===== config.mk =====
export PLATFORM = sky130hd
export DESIGN_NAME = service_message_parser_unit_flat
export DESIGN_NICKNAME = d
export VERILOG_FILES = /design/src/hdl/smp_pkg.sv /design/src/hdl/smp_if.sv /design/src/hdl/service_message_parser_unit.sv /design/src/hdl/smp_parser.sv /design/src/hdl/smp_result_fifo.sv /design/src/flat_wrapper.sv
export SDC_FILE = /design/constraint.sdc
export NUM_CORES = 2
export LEC_CHECK = 0
export BUFFER_PORTS_ARGS = -buffer_cell sky130_fd_sc_hd__buf_4
export CELL_PAD_IN_SITES_DETAIL_PLACEMENT = 0
export CELL_PAD_IN_SITES_GLOBAL_PLACEMENT = 1
export CORE_MARGIN = 1.5
export CORE_UTILIZATION = 52
export DETAILED_ROUTE_END_ITERATION = 16
export HOLD_SLACK_MARGIN = 0.03
export PLACE_DENSITY_LB_ADDON = 0.1
export SYNTH_ARGS = -nofsm -noshare
export SYNTH_HDL_FRONTEND = slang
export SYNTH_SLANG_ARGS = --single-unit

===== constraint.sdc =====
create_clock -name clk -period 15.1 [get_ports clk]
set_input_delay 0.755 -clock clk [delete_from_list [all_inputs] [get_ports clk]]
set_output_delay 0.755 -clock clk [all_outputs]
set_load 0.05 [all_outputs]

===== src/hdl/smp_pkg.sv =====
// ---------------------------------------------------------------------------
// smp_pkg
// Shared types and constants of the service message parser.
// ---------------------------------------------------------------------------
package smp_pkg;

	// field tags, in format order
	localparam logic [4:0] TAG_SID    = 5'd0;
	localparam logic [4:0] TAG_VLEN   = 5'd1;
	localparam logic [4:0] TAG_VID    = 5'd2;
	localparam logic [4:0] TAG_CLASS  = 5'd3;
	localparam logic [4:0] TAG_STAT   = 5'd4;
	localparam logic [4:0] TAG_FLAGS  = 5'd5;
	localparam logic [4:0] TAG_HOR    = 5'd6;
	localparam logic [4:0] TAG_CONF   = 5'd7;
	localparam logic [4:0] TAG_EXP    = 5'd8;
	localparam logic [4:0] TAG_FALL   = 5'd9;
	localparam logic [4:0] TAG_WCNT   = 5'd10;
	localparam logic [4:0] TAG_WLAT   = 5'd11;
	localparam logic [4:0] TAG_WLON   = 5'd12;
	localparam logic [4:0] TAG_WEL    = 5'd13;
	localparam logic [4:0] TAG_WSP    = 5'd14;
	localparam logic [4:0] TAG_WDW    = 5'd15;
	localparam logic [4:0] TAG_OCNT   = 5'd16;
	localparam logic [4:0] TAG_OID    = 5'd17;
	localparam logic [4:0] TAG_OCLS   = 5'd18;
	localparam logic [4:0] TAG_OLAT   = 5'd19;
	localparam logic [4:0] TAG_OLON   = 5'd20;
	localparam logic [4:0] TAG_OEL    = 5'd21;
	localparam logic [4:0] TAG_OVL    = 5'd22;
	localparam logic [4:0] TAG_COVL   = 5'd23;
	localparam logic [4:0] TAG_COV    = 5'd24;
	localparam logic [4:0] TAG_CCNT   = 5'd25;
	localparam logic [4:0] TAG_AXIS   = 5'd26;
	localparam logic [4:0] TAG_CVAL   = 5'd27;
	localparam logic [4:0] TAG_PAY    = 5'd28;
	localparam logic [4:0] TAG_TASK   = 5'd29;

	// status codes
	localparam logic [3:0] ST_OK        = 4'd0;
	localparam logic [3:0] ST_SHORT     = 4'd1;
	localparam logic [3:0] ST_TRUNC     = 4'd2;
	localparam logic [3:0] ST_SEC_TRUNC = 4'd3;
	localparam logic [3:0] ST_LIM_BASE  = 4'd4;

	// limit fault bits (code minus base)
	localparam int LB_VEH   = 0;
	localparam int LB_HOR   = 1;
	localparam int LB_CONF  = 2;
	localparam int LB_WPT   = 3;
	localparam int LB_SPD   = 4;
	localparam int LB_DWELL = 5;
	localparam int LB_OBJ   = 6;
	localparam int LB_CMD   = 7;
	localparam int LB_VAL   = 8;
	localparam int LIM_BITS = 9;

	// limits
	localparam logic [7:0]  MAX_VID_LEN   = 8'd16;
	localparam logic [63:0] MAX_HORIZON   = 64'd60000;
	localparam logic [63:0] MAX_CONF      = 64'd100;
	localparam logic [63:0] MAX_WAYPOINTS = 64'd50;
	localparam logic [63:0] MAX_OBJECTS   = 64'd64;
	localparam logic [63:0] MAX_DWELL     = 64'd10000;
	localparam logic [63:0] MAX_COMMANDS  = 64'd10;
	localparam logic [63:0] CMD_OFFSET    = 64'd32768;
	localparam logic [63:0] CMD_SPAN      = 64'd1000;
	localparam logic [63:0] DBL_INF_MAG   = 64'h7FF0_0000_0000_0000;

	typedef struct packed {
		logic        kind;
		logic [4:0]  tag;
		logic [63:0] value;
		logic [15:0] elem;
		logic [15:0] bytn;
		logic [3:0]  status;
		logic        run_end;
	} result_t;

	typedef struct packed {
		logic [1:0] count;
		result_t    first;
		result_t    second;
	} push_t;

endpackage


===== src/hdl/smp_if.sv =====
// ---------------------------------------------------------------------------
// smp_in_if / smp_out_if
// Valid/ready channels for message bytes and parse results.
// ---------------------------------------------------------------------------
interface smp_in_if;
	logic       valid;
	logic       ready;
	logic [7:0] data_byte;
	logic       final_byte;

	modport source(output valid, output data_byte, output final_byte, input ready);
	modport sink(input valid, input data_byte, input final_byte, output ready);
endinterface

interface smp_out_if;
	logic        valid;
	logic        ready;
	logic        result_kind;
	logic [4:0]  field_tag;
	logic [63:0] field_value;
	logic [15:0] element_number;
	logic [15:0] byte_number;
	logic [3:0]  status_code;
	logic        run_end;

	modport source(output valid, output result_kind, output field_tag, output field_value,
		output element_number, output byte_number, output status_code, output run_end,
		input ready);
	modport sink(input valid, input result_kind, input field_tag, input field_value,
		input element_number, input byte_number, input status_code, input run_end,
		output ready);
endinterface


===== src/hdl/service_message_parser_unit.sv =====
// ---------------------------------------------------------------------------
// service_message_parser_unit
// Byte-serial parser for cooperative-service messages.
// ---------------------------------------------------------------------------
// in_ch carries one message byte per request, final_byte marks the last one.
// out_ch carries results: decoded fields as their last byte arrives, and a
// status result after the final byte (fields are tentative until then).
// Throughput: one byte per cycle while in_ch.ready is high; the parse step
// is one pass of logic from the state registers into a four-entry result
// queue, which drives out_ch. A final byte that also completes a field makes
// two results, drained one per cycle while out_ch.ready is high.
// in_ch.ready is low while fewer than two queue slots are free, so a stalled
// receiver backs up into the byte stream once three or more results wait.
// Reset clears the parse state and the queue; the parser also returns to the
// reset state after each status result.
// ---------------------------------------------------------------------------
module service_message_parser_unit #(
	parameter int SESSION_ID_BYTES = 16,
	parameter int OBJECT_ID_BYTES  = 16
) (
	input logic      clk,
	input logic      arst_n,
	smp_in_if.sink   in_ch,
	smp_out_if.source out_ch
);

	logic             room, avail, accept;
	smp_pkg::push_t   push;
	smp_pkg::result_t head;

	assign in_ch.ready = room;
	assign accept      = in_ch.valid && room;

	smp_parser #(
		.SESSION_ID_BYTES(SESSION_ID_BYTES),
		.OBJECT_ID_BYTES(OBJECT_ID_BYTES)
	) u_parser (
		.clk(clk), .arst_n(arst_n), .accept(accept),
		.data_byte(in_ch.data_byte), .final_byte(in_ch.final_byte), .push(push)
	);

	smp_result_fifo u_fifo (
		.clk(clk), .arst_n(arst_n), .push(push), .pop(out_ch.ready),
		.room(room), .avail(avail), .head(head)
	);

	assign out_ch.valid          = avail;
	assign out_ch.result_kind    = head.kind;
	assign out_ch.field_tag      = head.tag;
	assign out_ch.field_value    = head.value;
	assign out_ch.element_number = head.elem;
	assign out_ch.byte_number    = head.bytn;
	assign out_ch.status_code    = head.status;
	assign out_ch.run_end        = head.run_end;

endmodule


===== src/hdl/smp_parser.sv =====
// ---------------------------------------------------------------------------
// smp_parser
// Parse state and the one-byte step; yields up to two results per byte.
// ---------------------------------------------------------------------------
module smp_parser #(
	parameter int SESSION_ID_BYTES = 16,
	parameter int OBJECT_ID_BYTES  = 16
) (
	input  logic            clk,
	input  logic            arst_n,
	input  logic            accept,
	input  logic [7:0]      data_byte,
	input  logic            final_byte,
	output smp_pkg::push_t  push
);

	typedef enum logic [5:0] {
		PH_SID, PH_VLEN, PH_VID, PH_CLASS, PH_STAT, PH_FLAGS, PH_HOR, PH_CONF, PH_EXP,
		PH_PLEN, PH_OLEN, PH_CLEN, PH_BLEN, PH_TLEN, PH_FALL, PH_WCNT, PH_WLAT, PH_WLON,
		PH_WELF, PH_WEL, PH_WSPF, PH_WSP, PH_WDWF, PH_WDW, PH_OCNT, PH_OID, PH_OCLS,
		PH_OLAT, PH_OLON, PH_OELF, PH_OEL, PH_OVLF, PH_OVL, PH_COVL, PH_COV, PH_CCNT,
		PH_AXIS, PH_CVAL, PH_PAY, PH_TASK, PH_SKIP, PH_SKIPF, PH_DONE, PH_STOP
	} phase_t;

	typedef enum logic [3:0] {
		A_NONE, A_NEED, A_FAULT, A_NEXT_HDR, A_END_SEC, A_NEXT_SEC,
		A_FIN_WP, A_NEXT_WP, A_FIN_OBJ, A_NEXT_OBJ, A_FIN_CMD, A_NEXT_CMD
	} act_t;

	localparam logic [7:0]  SID_LEN   = 8'(SESSION_ID_BYTES);
	localparam logic [7:0]  SHORT_LEN = 8'(SESSION_ID_BYTES + 4);
	localparam logic [15:0] OID_LEN   = 16'(OBJECT_ID_BYTES);

	phase_t                      phase_q;
	logic [7:0]                  pflags_q, hcount_q;
	logic [15:0]                 sec_left_q, elem_left_q, elem_idx_q, blob_left_q;
	logic [3:0]                  fbytes_q, fault_q;
	logic [63:0]                 vshift_q;
	logic [smp_pkg::LIM_BITS-1:0] lim_q;

	phase_t                      ph_n;
	logic [7:0]                  pf_n, hc_n;
	logic [15:0]                 sl_n, el_n, ei_n, bl_n;
	logic [3:0]                  fb_n, fc_n;
	logic [63:0]                 vs_n;
	logic [smp_pkg::LIM_BITS-1:0] lf_n;
	smp_pkg::push_t              push_c;

	always_comb begin
		act_t        act;
		phase_t      need_ph;
		logic [3:0]  need_n, width;
		logic        has;
		logic [4:0]  tag;
		logic [63:0] val, mag;
		logic [15:0] elem, bytn;
		logic [3:0]  code;
		smp_pkg::result_t fr, sr;

		ph_n = phase_q; pf_n = pflags_q; hc_n = hcount_q; sl_n = sec_left_q;
		el_n = elem_left_q; ei_n = elem_idx_q; bl_n = blob_left_q; fb_n = fbytes_q;
		vs_n = vshift_q; fc_n = fault_q; lf_n = lim_q;
		act = A_NONE; need_ph = PH_STOP; need_n = 4'd0; width = 4'd2;
		has = 1'b0; tag = '0; val = '0; elem = '0; bytn = '0; code = smp_pkg::ST_OK;
		mag = '0;

		if (hc_n != 8'hFF) hc_n = hc_n + 8'd1;
		if (phase_q >= PH_FALL && phase_q <= PH_SKIPF && sl_n != 16'd0)
			sl_n = sl_n - 16'd1;

		case (phase_q)
			PH_SID: begin
				has = 1'b1; tag = smp_pkg::TAG_SID; val = 64'(data_byte);
				bytn = 16'(hc_n - 8'd1);
				if (hc_n >= SID_LEN) ph_n = PH_VLEN;
			end
			PH_VLEN: begin
				has = 1'b1; tag = smp_pkg::TAG_VLEN; val = 64'(data_byte);
				if (data_byte == 8'd0 || data_byte > smp_pkg::MAX_VID_LEN)
					lf_n[smp_pkg::LB_VEH] = 1'b1;
				bl_n = 16'(data_byte); vs_n = '0;
				ph_n = (data_byte != 8'd0) ? PH_VID : PH_CLASS;
			end
			PH_VID: begin
				has = 1'b1; tag = smp_pkg::TAG_VID; val = 64'(data_byte);
				bytn = vs_n[15:0]; vs_n = vs_n + 64'd1;
				if (bl_n != 16'd0) bl_n = bl_n - 16'd1;
				if (bl_n == 16'd0) ph_n = PH_CLASS;
			end
			PH_CLASS: begin
				has = 1'b1; tag = smp_pkg::TAG_CLASS; val = 64'(data_byte); ph_n = PH_STAT;
			end
			PH_STAT: begin
				has = 1'b1; tag = smp_pkg::TAG_STAT; val = 64'(data_byte); ph_n = PH_FLAGS;
			end
			PH_FLAGS: begin
				has = 1'b1; tag = smp_pkg::TAG_FLAGS; val = 64'(data_byte);
				pf_n = data_byte; act = A_NEXT_HDR;
			end
			PH_FALL: begin
				has = 1'b1; tag = smp_pkg::TAG_FALL; val = 64'(data_byte != 8'd0);
				act = A_NEED; need_ph = PH_WCNT; need_n = 4'd2;
			end
			PH_WELF: begin
				act = A_NEED;
				if (data_byte != 8'd0) begin need_ph = PH_WEL; need_n = 4'd8; end
				else begin need_ph = PH_WSPF; need_n = 4'd1; end
			end
			PH_WSPF: begin
				act = A_NEED;
				if (data_byte != 8'd0) begin need_ph = PH_WSP; need_n = 4'd8; end
				else begin need_ph = PH_WDWF; need_n = 4'd1; end
			end
			PH_WDWF: begin
				if (data_byte != 8'd0) begin
					act = A_NEED; need_ph = PH_WDW; need_n = 4'd2;
				end else act = A_FIN_WP;
			end
			PH_OID: begin
				has = 1'b1; tag = smp_pkg::TAG_OID; val = 64'(data_byte); elem = ei_n;
				bytn = vs_n[15:0]; vs_n = vs_n + 64'd1;
				if (bl_n != 16'd0) bl_n = bl_n - 16'd1;
				if (bl_n == 16'd0) begin act = A_NEED; need_ph = PH_OCLS; need_n = 4'd1; end
			end
			PH_OCLS: begin
				has = 1'b1; tag = smp_pkg::TAG_OCLS; val = 64'(data_byte); elem = ei_n;
				act = A_NEED; need_ph = PH_OLAT; need_n = 4'd8;
			end
			PH_OELF: begin
				act = A_NEED;
				if (data_byte != 8'd0) begin need_ph = PH_OEL; need_n = 4'd8; end
				else begin need_ph = PH_OVLF; need_n = 4'd1; end
			end
			PH_OVLF: begin
				act = A_NEED;
				if (data_byte != 8'd0) begin need_ph = PH_OVL; need_n = 4'd8; end
				else begin need_ph = PH_COVL; need_n = 4'd1; end
			end
			PH_COVL: begin
				has = 1'b1; tag = smp_pkg::TAG_COVL; val = 64'(data_byte); elem = ei_n;
				if (16'(data_byte) > sl_n) act = A_FAULT;
				else if (data_byte == 8'd0) act = A_FIN_OBJ;
				else begin bl_n = 16'(data_byte); vs_n = '0; ph_n = PH_COV; end
			end
			PH_COV: begin
				has = 1'b1; tag = smp_pkg::TAG_COV; val = 64'(data_byte); elem = ei_n;
				bytn = vs_n[15:0]; vs_n = vs_n + 64'd1;
				if (bl_n != 16'd0) bl_n = bl_n - 16'd1;
				if (bl_n == 16'd0) act = A_FIN_OBJ;
			end
			PH_AXIS: begin
				has = 1'b1; tag = smp_pkg::TAG_AXIS; val = 64'(data_byte); elem = ei_n;
				act = A_NEED; need_ph = PH_CVAL; need_n = 4'd2;
			end
			PH_PAY, PH_TASK: begin
				has = 1'b1; val = 64'(data_byte);
				tag = (phase_q == PH_PAY) ? smp_pkg::TAG_PAY : smp_pkg::TAG_TASK;
				bytn = vs_n[15:0]; vs_n = vs_n + 64'd1;
				if (sl_n == 16'd0) act = A_NEXT_SEC;
			end
			PH_SKIP: if (sl_n == 16'd0) act = A_NEXT_SEC;
			PH_SKIPF: if (sl_n == 16'd0) ph_n = PH_STOP;
			PH_DONE, PH_STOP: ;
			default: begin
				// big-endian number accumulate
				case (phase_q)
					PH_EXP: width = 4'd4;
					PH_CONF: width = 4'd1;
					PH_WLAT, PH_WLON, PH_WEL, PH_WSP,
					PH_OLAT, PH_OLON, PH_OEL, PH_OVL: width = 4'd8;
					default: width = 4'd2;
				endcase
				vs_n = {vs_n[55:0], data_byte};
				fb_n = fb_n + 4'd1;
				if (fb_n >= width) begin
					case (phase_q)
						PH_HOR: begin
							has = 1'b1; tag = smp_pkg::TAG_HOR; val = vs_n;
							if (vs_n > smp_pkg::MAX_HORIZON) lf_n[smp_pkg::LB_HOR] = 1'b1;
							act = A_NEXT_HDR;
						end
						PH_CONF: begin
							has = 1'b1; tag = smp_pkg::TAG_CONF; val = vs_n;
							if (vs_n > smp_pkg::MAX_CONF) lf_n[smp_pkg::LB_CONF] = 1'b1;
							act = A_NEXT_HDR;
						end
						PH_EXP: begin
							has = 1'b1; tag = smp_pkg::TAG_EXP; val = vs_n; act = A_NEXT_HDR;
						end
						PH_PLEN: begin
							sl_n = vs_n[15:0];
							if (vs_n < 64'd3) act = A_FAULT; else ph_n = PH_FALL;
						end
						PH_OLEN: begin
							sl_n = vs_n[15:0]; act = A_NEED; need_ph = PH_OCNT; need_n = 4'd2;
						end
						PH_CLEN: begin
							sl_n = vs_n[15:0]; act = A_NEED; need_ph = PH_CCNT; need_n = 4'd2;
						end
						PH_BLEN, PH_TLEN: begin
							sl_n = vs_n[15:0];
							if (vs_n != 64'd0)
								ph_n = (phase_q == PH_BLEN) ? PH_PAY : PH_TASK;
							else act = A_NEXT_SEC;
							vs_n = '0;
						end
						PH_WCNT: begin
							has = 1'b1; tag = smp_pkg::TAG_WCNT; val = vs_n;
							if (vs_n == 64'd0 || vs_n > smp_pkg::MAX_WAYPOINTS)
								lf_n[smp_pkg::LB_WPT] = 1'b1;
							el_n = vs_n[15:0]; ei_n = '0; act = A_NEXT_WP;
						end
						PH_WLAT: begin
							has = 1'b1; tag = smp_pkg::TAG_WLAT; val = vs_n; elem = ei_n;
							act = A_NEED; need_ph = PH_WLON; need_n = 4'd8;
						end
						PH_WLON: begin
							has = 1'b1; tag = smp_pkg::TAG_WLON; val = vs_n; elem = ei_n;
							act = A_NEED; need_ph = PH_WELF; need_n = 4'd1;
						end
						PH_WEL: begin
							has = 1'b1; tag = smp_pkg::TAG_WEL; val = vs_n; elem = ei_n;
							act = A_NEED; need_ph = PH_WSPF; need_n = 4'd1;
						end
						PH_WSP: begin
							has = 1'b1; tag = smp_pkg::TAG_WSP; val = vs_n; elem = ei_n;
							mag = {1'b0, vs_n[62:0]};
							// negative: sign set, not zero, not NaN
							if (vs_n[63] && mag != 64'd0 && mag <= smp_pkg::DBL_INF_MAG &&
								!lim_q[smp_pkg::LB_SPD] && !lim_q[smp_pkg::LB_DWELL])
								lf_n[smp_pkg::LB_SPD] = 1'b1;
							act = A_NEED; need_ph = PH_WDWF; need_n = 4'd1;
						end
						PH_WDW: begin
							has = 1'b1; tag = smp_pkg::TAG_WDW; val = vs_n; elem = ei_n;
							if (vs_n > smp_pkg::MAX_DWELL &&
								!lim_q[smp_pkg::LB_SPD] && !lim_q[smp_pkg::LB_DWELL])
								lf_n[smp_pkg::LB_DWELL] = 1'b1;
							act = A_FIN_WP;
						end
						PH_OCNT: begin
							has = 1'b1; tag = smp_pkg::TAG_OCNT; val = vs_n;
							if (vs_n > smp_pkg::MAX_OBJECTS) lf_n[smp_pkg::LB_OBJ] = 1'b1;
							el_n = vs_n[15:0]; ei_n = '0; act = A_NEXT_OBJ;
						end
						PH_OLAT: begin
							has = 1'b1; tag = smp_pkg::TAG_OLAT; val = vs_n; elem = ei_n;
							act = A_NEED; need_ph = PH_OLON; need_n = 4'd8;
						end
						PH_OLON: begin
							has = 1'b1; tag = smp_pkg::TAG_OLON; val = vs_n; elem = ei_n;
							act = A_NEED; need_ph = PH_OELF; need_n = 4'd1;
						end
						PH_OEL: begin
							has = 1'b1; tag = smp_pkg::TAG_OEL; val = vs_n; elem = ei_n;
							act = A_NEED; need_ph = PH_OVLF; need_n = 4'd1;
						end
						PH_OVL: begin
							has = 1'b1; tag = smp_pkg::TAG_OVL; val = vs_n; elem = ei_n;
							act = A_NEED; need_ph = PH_COVL; need_n = 4'd1;
						end
						PH_CCNT: begin
							has = 1'b1; tag = smp_pkg::TAG_CCNT; val = vs_n;
							if (vs_n == 64'd0 || vs_n > smp_pkg::MAX_COMMANDS)
								lf_n[smp_pkg::LB_CMD] = 1'b1;
							el_n = vs_n[15:0]; ei_n = '0; act = A_NEXT_CMD;
						end
						PH_CVAL: begin
							has = 1'b1; tag = smp_pkg::TAG_CVAL; elem = ei_n;
							val = {48'd0, vs_n[15] ^ 1'b1, vs_n[14:0]};
							if (vs_n < smp_pkg::CMD_OFFSET - smp_pkg::CMD_SPAN ||
								vs_n > smp_pkg::CMD_OFFSET + smp_pkg::CMD_SPAN)
								lf_n[smp_pkg::LB_VAL] = 1'b1;
							act = A_FIN_CMD;
						end
						default: ph_n = PH_STOP;
					endcase
				end
			end
		endcase

		// element completion
		if (act == A_FIN_WP || act == A_FIN_OBJ || act == A_FIN_CMD) begin
			ei_n = ei_n + 16'd1;
			if (el_n != 16'd0) el_n = el_n - 16'd1;
			act = (act == A_FIN_WP) ? A_NEXT_WP : (act == A_FIN_OBJ) ? A_NEXT_OBJ : A_NEXT_CMD;
		end
		if (act == A_NEXT_WP) begin
			if (el_n == 16'd0) act = A_END_SEC;
			else begin act = A_NEED; need_ph = PH_WLAT; need_n = 4'd8; end
		end else if (act == A_NEXT_CMD) begin
			if (el_n == 16'd0) act = A_END_SEC;
			else begin act = A_NEED; need_ph = PH_AXIS; need_n = 4'd1; end
		end else if (act == A_NEXT_OBJ) begin
			if (el_n == 16'd0) act = A_END_SEC;
			else if (sl_n < OID_LEN) act = A_FAULT;
			else begin act = A_NONE; ph_n = PH_OID; bl_n = OID_LEN; vs_n = '0; end
		end
		if (act == A_NEXT_HDR) begin
			act = A_NONE; fb_n = '0; vs_n = '0;
			if (pf_n[0]) begin pf_n[0] = 1'b0; ph_n = PH_HOR; end
			else if (pf_n[1]) begin pf_n[1] = 1'b0; ph_n = PH_CONF; end
			else if (pf_n[2]) begin pf_n[2] = 1'b0; ph_n = PH_EXP; end
			else act = A_NEXT_SEC;
		end
		if (act == A_END_SEC) begin
			if (sl_n != 16'd0) begin act = A_NONE; ph_n = PH_SKIP; end
			else act = A_NEXT_SEC;
		end
		if (act == A_NEXT_SEC) begin
			act = A_NONE; fb_n = '0; vs_n = '0;
			if (pf_n[3]) begin pf_n[3] = 1'b0; ph_n = PH_PLEN; end
			else if (pf_n[4]) begin pf_n[4] = 1'b0; ph_n = PH_OLEN; end
			else if (pf_n[5]) begin pf_n[5] = 1'b0; ph_n = PH_CLEN; end
			else if (pf_n[6]) begin pf_n[6] = 1'b0; ph_n = PH_BLEN; end
			else if (pf_n[7]) begin pf_n[7] = 1'b0; ph_n = PH_TLEN; end
			else ph_n = PH_DONE;
		end
		if (act == A_NEED) begin
			if (sl_n < 16'(need_n)) act = A_FAULT;
			else begin act = A_NONE; ph_n = need_ph; fb_n = '0; vs_n = '0; end
		end
		if (act == A_FAULT) begin
			fc_n = smp_pkg::ST_SEC_TRUNC;
			ph_n = (sl_n != 16'd0) ? PH_SKIPF : PH_STOP;
		end

		// end of message status
		if (hc_n < SHORT_LEN) code = smp_pkg::ST_SHORT;
		else if (ph_n == PH_STOP) code = fc_n;
		else if (ph_n != PH_DONE) code = smp_pkg::ST_TRUNC;
		else begin
			code = smp_pkg::ST_OK;
			for (int i = smp_pkg::LIM_BITS - 1; i >= 0; i--)
				if (lf_n[i]) code = smp_pkg::ST_LIM_BASE + 4'(i);
		end

		fr = '{kind: 1'b0, tag: tag, value: val, elem: elem, bytn: bytn,
			status: smp_pkg::ST_OK, run_end: !final_byte};
		sr = '{kind: 1'b1, tag: '0, value: '0, elem: '0, bytn: '0,
			status: code, run_end: 1'b1};
		push_c.count  = 2'(has) + 2'(final_byte);
		push_c.first  = has ? fr : sr;
		push_c.second = sr;
	end

	assign push = accept ? push_c : '{count: 2'd0, first: push_c.first, second: push_c.second};

	always_ff @(posedge clk or negedge arst_n) begin
		if (!arst_n) begin
			phase_q <= PH_SID; pflags_q <= '0; hcount_q <= '0; sec_left_q <= '0;
			elem_left_q <= '0; elem_idx_q <= '0; blob_left_q <= '0; fbytes_q <= '0;
			vshift_q <= '0; fault_q <= '0; lim_q <= '0;
		end else if (accept) begin
			if (final_byte) begin
				phase_q <= PH_SID; pflags_q <= '0; hcount_q <= '0; sec_left_q <= '0;
				elem_left_q <= '0; elem_idx_q <= '0; blob_left_q <= '0; fbytes_q <= '0;
				vshift_q <= '0; fault_q <= '0; lim_q <= '0;
			end else begin
				phase_q <= ph_n; pflags_q <= pf_n; hcount_q <= hc_n; sec_left_q <= sl_n;
				elem_left_q <= el_n; elem_idx_q <= ei_n; blob_left_q <= bl_n;
				fbytes_q <= fb_n; vshift_q <= vs_n; fault_q <= fc_n; lim_q <= lf_n;
			end
		end
	end

endmodule


===== src/hdl/smp_result_fifo.sv =====
// ---------------------------------------------------------------------------
// smp_result_fifo
// Four-entry queue of results: takes up to two, gives one per cycle on pop.
// ---------------------------------------------------------------------------
module smp_result_fifo (
	input  logic              clk,
	input  logic              arst_n,
	input  smp_pkg::push_t    push,
	input  logic              pop,
	output logic              room,
	output logic              avail,
	output smp_pkg::result_t  head
);

	smp_pkg::result_t mem_q [4];
	logic [1:0] wr_q, rd_q;
	logic [2:0] cnt_q;
	logic       do_pop;

	assign avail  = cnt_q != 3'd0;
	assign room   = cnt_q <= 3'd2;
	assign head   = mem_q[rd_q];
	assign do_pop = pop && avail;

	always_ff @(posedge clk) begin
		if (push.count != 2'd0) mem_q[wr_q] <= push.first;
		if (push.count == 2'd2) mem_q[wr_q + 2'd1] <= push.second;
	end

	always_ff @(posedge clk or negedge arst_n) begin
		if (!arst_n) begin
			wr_q <= '0; rd_q <= '0; cnt_q <= '0;
		end else begin
			wr_q  <= wr_q + push.count;
			rd_q  <= rd_q + 2'(do_pop);
			cnt_q <= cnt_q + 3'(push.count) - 3'(do_pop);
		end
	end

endmodule


===== src/flat_wrapper.sv =====
// flat-port wrapper written by rule: the top's interface ports become plain ports
module service_message_parser_unit_flat 
#(
	parameter int SESSION_ID_BYTES = 16,
	parameter int OBJECT_ID_BYTES  = 16
)
  (clk, arst_n, in_ch_valid, in_ch_data_byte, in_ch_final_byte, in_ch_ready, out_ch_valid, out_ch_result_kind, out_ch_field_tag, out_ch_field_value, out_ch_element_number, out_ch_byte_number, out_ch_status_code, out_ch_run_end, out_ch_ready);
  smp_in_if in_ch_i ();
  smp_out_if out_ch_i ();
  input logic clk;
  input logic arst_n;
  input wire logic [$bits(in_ch_i.valid)-1:0] in_ch_valid;
  input wire logic [$bits(in_ch_i.data_byte)-1:0] in_ch_data_byte;
  input wire logic [$bits(in_ch_i.final_byte)-1:0] in_ch_final_byte;
  output wire logic [$bits(in_ch_i.ready)-1:0] in_ch_ready;
  output wire logic [$bits(out_ch_i.valid)-1:0] out_ch_valid;
  output wire logic [$bits(out_ch_i.result_kind)-1:0] out_ch_result_kind;
  output wire logic [$bits(out_ch_i.field_tag)-1:0] out_ch_field_tag;
  output wire logic [$bits(out_ch_i.field_value)-1:0] out_ch_field_value;
  output wire logic [$bits(out_ch_i.element_number)-1:0] out_ch_element_number;
  output wire logic [$bits(out_ch_i.byte_number)-1:0] out_ch_byte_number;
  output wire logic [$bits(out_ch_i.status_code)-1:0] out_ch_status_code;
  output wire logic [$bits(out_ch_i.run_end)-1:0] out_ch_run_end;
  input wire logic [$bits(out_ch_i.ready)-1:0] out_ch_ready;
  assign in_ch_i.valid = in_ch_valid;
  assign in_ch_i.data_byte = in_ch_data_byte;
  assign in_ch_i.final_byte = in_ch_final_byte;
  assign in_ch_ready = in_ch_i.ready;
  assign out_ch_valid = out_ch_i.valid;
  assign out_ch_result_kind = out_ch_i.result_kind;
  assign out_ch_field_tag = out_ch_i.field_tag;
  assign out_ch_field_value = out_ch_i.field_value;
  assign out_ch_element_number = out_ch_i.element_number;
  assign out_ch_byte_number = out_ch_i.byte_number;
  assign out_ch_status_code = out_ch_i.status_code;
  assign out_ch_run_end = out_ch_i.run_end;
  assign out_ch_i.ready = out_ch_ready;
  service_message_parser_unit #(.SESSION_ID_BYTES(SESSION_ID_BYTES), .OBJECT_ID_BYTES(OBJECT_ID_BYTES)) u_core (.clk(clk), .arst_n(arst_n), .in_ch(in_ch_i), .out_ch(out_ch_i));
endmodule

==> summary.md <==
Gate count of the mapped netlist: 3396. The run gives 26.8k as the via count of the first global-routing pass. The average instance in the mapped netlist occupies 9.10 um2.

The area enclosed by the die boundary is 0.0609 mm2, and the antenna violation net count after detailed routing is 0. Setup violations remaining at the end of the flow were counted as 0. Across the run, the number of max-cap violations was 0. Counting the buffers created by CTS gives 67.

In this run the post-CTS setup repair buffer count came out at 0. The area growth from synthesis to layout works out to 11.2%. Input and output buffers added on the ports amount to 121.

For the post-cts sizing count, the log shows 0. The area of the core is 0.0589 mm2, and the detailed-route via count is 27.9k. The post-route clock skew is 37.1 ps. Class of the most critical hold timing path: primary input to async pin.

The tools report the detailed-placement wirelength estimate as 70.3 mm. The worst register-to-register path ends at u_core.u_parser.vshift_q[44]$_DFFE_PN0P_. TritonCTS built the clock tree.

The run gives 96.0 MHz as the maximum achievable frequency. For the worst max-slew margin expressed relative to the limit, the log shows 11.3%. The number of placed I/O pins was 122. STA classifies the critical path endpoint as a flop.

Beginning of the critical path: u_core.u_parser.phase_q[2]$_DFFE_PN0P_. Using the TritonRoute via totals, the vias-per-cell ratio works out to 6.72. The setup TNS is 0 ps. The run finished with clean final reports.

Cell internal power was estimated by the tool at 4.02 mW. Of the total synthesized cell area, the portion taken by XOR and XNOR cells is 1.70%. The initial core utilization is 52.4%, and the post-synthesis share of cell area spent on full adders, half adders and majority gates is 1.28%. Setup repair after global routing left no endpoint under its margin. The clock network is responsible for 22.0% of the overall power.

The tools report the number of distinct library cells after synthesis as 98. The share of total power dissipated in sequential elements is 27.8%. After detailed placement, the total cell area comes to 0.0321 mm2. The later-pin clock latency in the skew report was 620 ps. In this run the deepest clock path goes through 3 buffers.

The run gives 107 mm as the aggregate routed wire length. The share of total power dissipated in combinational logic is 50.3%. Summing the areas of all compound-gate instances in the mapped netlist gives 24.9% of the synthesized area. Subtracting the final worst setup slack from the clock period gives 10420 ps.

The synthesized netlist devotes 16.5% of its cell area to simple gates. The per-cell routed wire length was 25.6 um. The main combinational cell family by area after synthesis is compound AO/OA/AOI/OAI gates. The worst setup path category is flop to flop. The run gives 34.5% as the total routing usage reported by global routing.

The run gives 2918 as the initial detailed-routing violation count. After layout, the worst path uses 69.0% of the clock period. Power spread over the standard cell area amounts to 219 mW/mm2. The most numerous cell on the critical path is sky130_fd_sc_hd__buf_4. The run gives 0 as the max-slew violation count. The count of TritonRoute iterations in the first routing pass was 6; the mux share of post-synthesis cell area was 9.29%.

The maximum single-stage delay on the critical path is 1000 ps, and the post-synth design cell area is 0.0309 mm2. Counting flops with a built-in enable in the synthesized netlist gives 16. The residual overflow from global routing came out at 0. For the pin with the worst max-slew slack, the measured transition is 1300 ps. The worst endpoint required time came out at 15630 ps. The repair_antennas step left the layout with diodes totalling 0. The cell at the slowest stage of the critical path was sky130_fd_sc_hd__o21ai_2. The vertical extent of the die works out to 247 um.

The placer's final routability congestion estimate is 1.01, and the number of cells on the worst reg-to-reg path is 28. Startpoint kind of the worst setup timing path: a flop. In the final design database the tool counted 3374 nets. The synthesized design contains 594 register bits. For this run, design rule violations remaining after detail routing come to 0. The horizontal die dimension was 247 um. The logs give 163 mm for the global-route wire length before repair and 0.0344 mm2 for the final design instance area without fill. In this run the critical register-to-register path is launched from u_core.u_parser.phase_q[2]$_DFFE_PN0P_.

The standby leakage power was 13.5 nW. The most instantiated flip-flop cell in the synthesis netlist is sky130_fd_sc_hd__dfxtp_1. For this design, the CTS-stage hold fixing added 0 buffers. The post-route netlist has 13.7% of its cells at a drive strength greater than 1.

The critical path arrival is 10950 ps. The logs give 89 for the number of cell rows and 4680 ps for the worst setup slack for register-to-register paths. The tools report the switching power as 3.50 mW.

The CTS root buffer was sky130_fd_sc_hd__clkbuf_16. Along the worst path, the maximum fanout reaches 60. The tree built by TritonCTS fans out to 594 sinks. During synthesis, Yosys emitted a total of 0 warnings.

In this run switching power makes up 46.6% of total power. The number of hold-slack violations in the final timing report was 0. The sequential cell area fraction in the yosys report came out at 41.7%. The H-tree generated during clock tree synthesis spans 3 levels.

The clock slew seen by the registers of the worst setup and hold paths came out at 60 ps. Entering global routing, the biggest net connects 69 pins. The initial antenna violation count was 2.

Of all flip-flops after synthesis, the portion carrying an async set or reset was 27.9%. Synthesis produced a netlist with a net count of 3440. Hold timing on the final database bottoms out at a slack of 87.5 ps.

The most critical setup path has its endpoint at u_core.u_parser.vshift_q[44]$_DFFE_PN0P_. Worst ir drop on vdd: 0.000161 V.
-- layer usage --
| metal | part of all wire [%] | wire length, um | GRT usage (%) | vias to the layer above |
|---|---|---|---|---|
| li1 | - | - | - | 12521 |
| met1 | 42 | 44700 | 46.6 | 14010 |
| met2 | 47 | 50000 | 55.3 | 1161 |
| met3 | 6.6 | 7080 | 4.69 | 236 |
| met4 | 4.4 | 4720 | 15.3 | 2 |
| met5 | 0.018 | 19 | 0 | - |
-- power by group through the flow --
stage          clock network (mW)  registers, mW  logic (mW)
2_1_floorplan                   0           1.96        2.63
3_3_place_gp                    0           2.10        3.68
3_5_place_dp                    0           2.11        3.69
4_1_cts                      1.67           2.08        3.70
5_1_grt                      1.74           2.12        4.03
6_report                     1.65           2.09        3.78
-- area by class of cell --
type / count / area (um2)
Fill cell: 5172 / 24600
Multi-Input combinational cell: 2422 / 16700
Sequential cell: 594 / 12900
Clock buffer: 99 / 1940
Timing Repair Buffer: 189 / 1420
Tap cell: 773 / 967
Clock inverter: 23 / 270
Inverter: 56 / 210
-- placed cells by master, fill, tap and decap left out, types with 15 or more instances in the layout --
cell type                   instances
sky130_fd_sc_hd__a21o_1            15
sky130_fd_sc_hd__a21oi_1          155
sky130_fd_sc_hd__a221oi_1          20
sky130_fd_sc_hd__a22o_1           312
sky130_fd_sc_hd__a22oi_1           42
sky130_fd_sc_hd__a31oi_1           26
sky130_fd_sc_hd__and2_1            29
sky130_fd_sc_hd__and3_1            31
sky130_fd_sc_hd__buf_4            188
sky130_fd_sc_hd__clkbuf_1          23
sky130_fd_sc_hd__clkbuf_16         72
sky130_fd_sc_hd__dfrtp_1          163
sky130_fd_sc_hd__dfxtp_1          412
sky130_fd_sc_hd__edfxtp_1          16
sky130_fd_sc_hd__ha_1              30
sky130_fd_sc_hd__inv_1             56
sky130_fd_sc_hd__mux2i_1           36
sky130_fd_sc_hd__mux4_2           107
sky130_fd_sc_hd__nand2_1          398
sky130_fd_sc_hd__nand2b_1          29
sky130_fd_sc_hd__nand3_1           74
sky130_fd_sc_hd__nand4_1           28
sky130_fd_sc_hd__nor2_1           199
sky130_fd_sc_hd__nor2b_1           20
sky130_fd_sc_hd__nor3_1            91
sky130_fd_sc_hd__nor4_1            41
sky130_fd_sc_hd__o21ai_0          354
sky130_fd_sc_hd__o22ai_1           23
sky130_fd_sc_hd__o31ai_1           25
sky130_fd_sc_hd__or2_2             21
sky130_fd_sc_hd__or3_1             27
sky130_fd_sc_hd__xnor2_1           36
sky130_fd_sc_hd__xor2_1            24
-- worst max-delay path: cells and delay by family, from the launching register on --
kind	cells	cell delay, ps
multiplexers	1	440
AO/OA/AOI/OAI	12	4350
buffers and inverters	4	1430
flip-flops	1	890
AND/OR/NAND/NOR	8	2130
adder cells (fa/ha/maj)	3	970
-- through the flow --
step           power [mW]  setup slack, ps  util (%)  std cells
2_1_floorplan        4.59             6180         -       3396
3_3_place_gp         5.77             5270      54.6       4034
3_5_place_dp         5.80             4970      54.6       4034
4_1_cts              7.46             4940      58.3       4156
5_1_grt              7.89             4000      58.3       4156
6_report             7.52             4680      58.3       4156
-- cells in the mapped netlist (11+ instances only) --
cell type	number	area (um2)
sky130_fd_sc_hd__o31ai_1	25	188
sky130_fd_sc_hd__nand2b_1	29	181
sky130_fd_sc_hd__nand4_1	28	175
sky130_fd_sc_hd__a31oi_1	26	163
sky130_fd_sc_hd__a211oi_1	12	90.1
sky130_fd_sc_hd__dfrtp_1	166	4150
sky130_fd_sc_hd__buf_1	37	139
sky130_fd_sc_hd__o211ai_1	11	82.6
sky130_fd_sc_hd__edfxtp_1	16	480
sky130_fd_sc_hd__or2_2	21	131
sky130_fd_sc_hd__o22ai_1	23	144
sky130_fd_sc_hd__nor2_1	206	773
sky130_fd_sc_hd__o21ai_0	355	1780
sky130_fd_sc_hd__dfxtp_1	412	8250
sky130_fd_sc_hd__a22oi_1	42	315
sky130_fd_sc_hd__or3_1	27	169
sky130_fd_sc_hd__and2_1	30	188
sky130_fd_sc_hd__ha_1	30	375
sky130_fd_sc_hd__a22o_1	312	2730
sky130_fd_sc_hd__a21oi_1	155	776
sky130_fd_sc_hd__mux2i_1	36	360
sky130_fd_sc_hd__nand3_1	74	370
sky130_fd_sc_hd__a221oi_1	20	175
sky130_fd_sc_hd__mux4_2	107	2410
sky130_fd_sc_hd__inv_1	56	210
sky130_fd_sc_hd__and3_1	31	194
sky130_fd_sc_hd__nor4_1	41	257
sky130_fd_sc_hd__nand2_1	402	1510
sky130_fd_sc_hd__nor2b_1	20	125
sky130_fd_sc_hd__xor2_1	24	210
sky130_fd_sc_hd__clkbuf_1	277	1040
sky130_fd_sc_hd__nor3_1	91	455
sky130_fd_sc_hd__xnor2_1	36	315
sky130_fd_sc_hd__or4_1	12	90.1
sky130_fd_sc_hd__a21o_1	15	113
-- sequential cells by signal, indices dropped and copies added, names as in the netlist --
signal	cells
u_core.u_parser.lim_q	9
u_core.u_fifo.mem_q	428
u_core.u_parser.pflags_q	8
u_core.u_fifo.wr_q	2
u_core.u_parser.vshift_q	56
u_core.u_parser.blob_left_q	16
u_core.u_parser.hcount_q	8
u_core.u_parser.phase_q	6
u_core.u_parser.elem_idx_q	16
u_core.u_parser.elem_left_q	16
u_core.u_fifo.cnt_q	3
u_core.u_parser.fbytes_q	4
u_core.u_parser.sec_left_q	16
u_core.u_fifo.rd_q	2
u_core.u_parser.fault_q	4
-- cells by family (layout without fill, tap and decap cells) --
logic type	after synthesis	count (layout)
and+or+nand+nor	1061	1061
muxes	152	152
AOI/OAI and AO/OA	1118	1118
adders and majority gates	31	31
buffers and inverters	380	367
DFF	594	594
xor gates and xnor gates	60	60
-- how the worst min path moves through the flow --
stage	start	endpoint	slack, ps	cells after the start
after floorplan	u_core.u_fifo.mem_q[2][106]$_SDFFE_PP1P_	u_core.u_fifo.mem_q[2][106]$_SDFFE_PP1P_	420	2
after CTS	arst_n	u_core.u_parser.vshift_q[49]$_DFFE_PN0P_	80	1
after detailed placement	u_core.u_fifo.mem_q[2][8]$_SDFFE_PP0P_	u_core.u_fifo.mem_q[2][8]$_SDFFE_PP0P_	440	2
after global placement	u_core.u_fifo.mem_q[2][11]$_SDFFE_PP0P_	u_core.u_fifo.mem_q[2][11]$_SDFFE_PP0P_	430	2
final	arst_n	u_core.u_parser.vshift_q[51]$_DFFE_PN0P_	90	1
after global routing	arst_n	u_core.u_parser.vshift_q[51]$_DFFE_PN0P_	100	1
(Power assumes the default switching activity.)
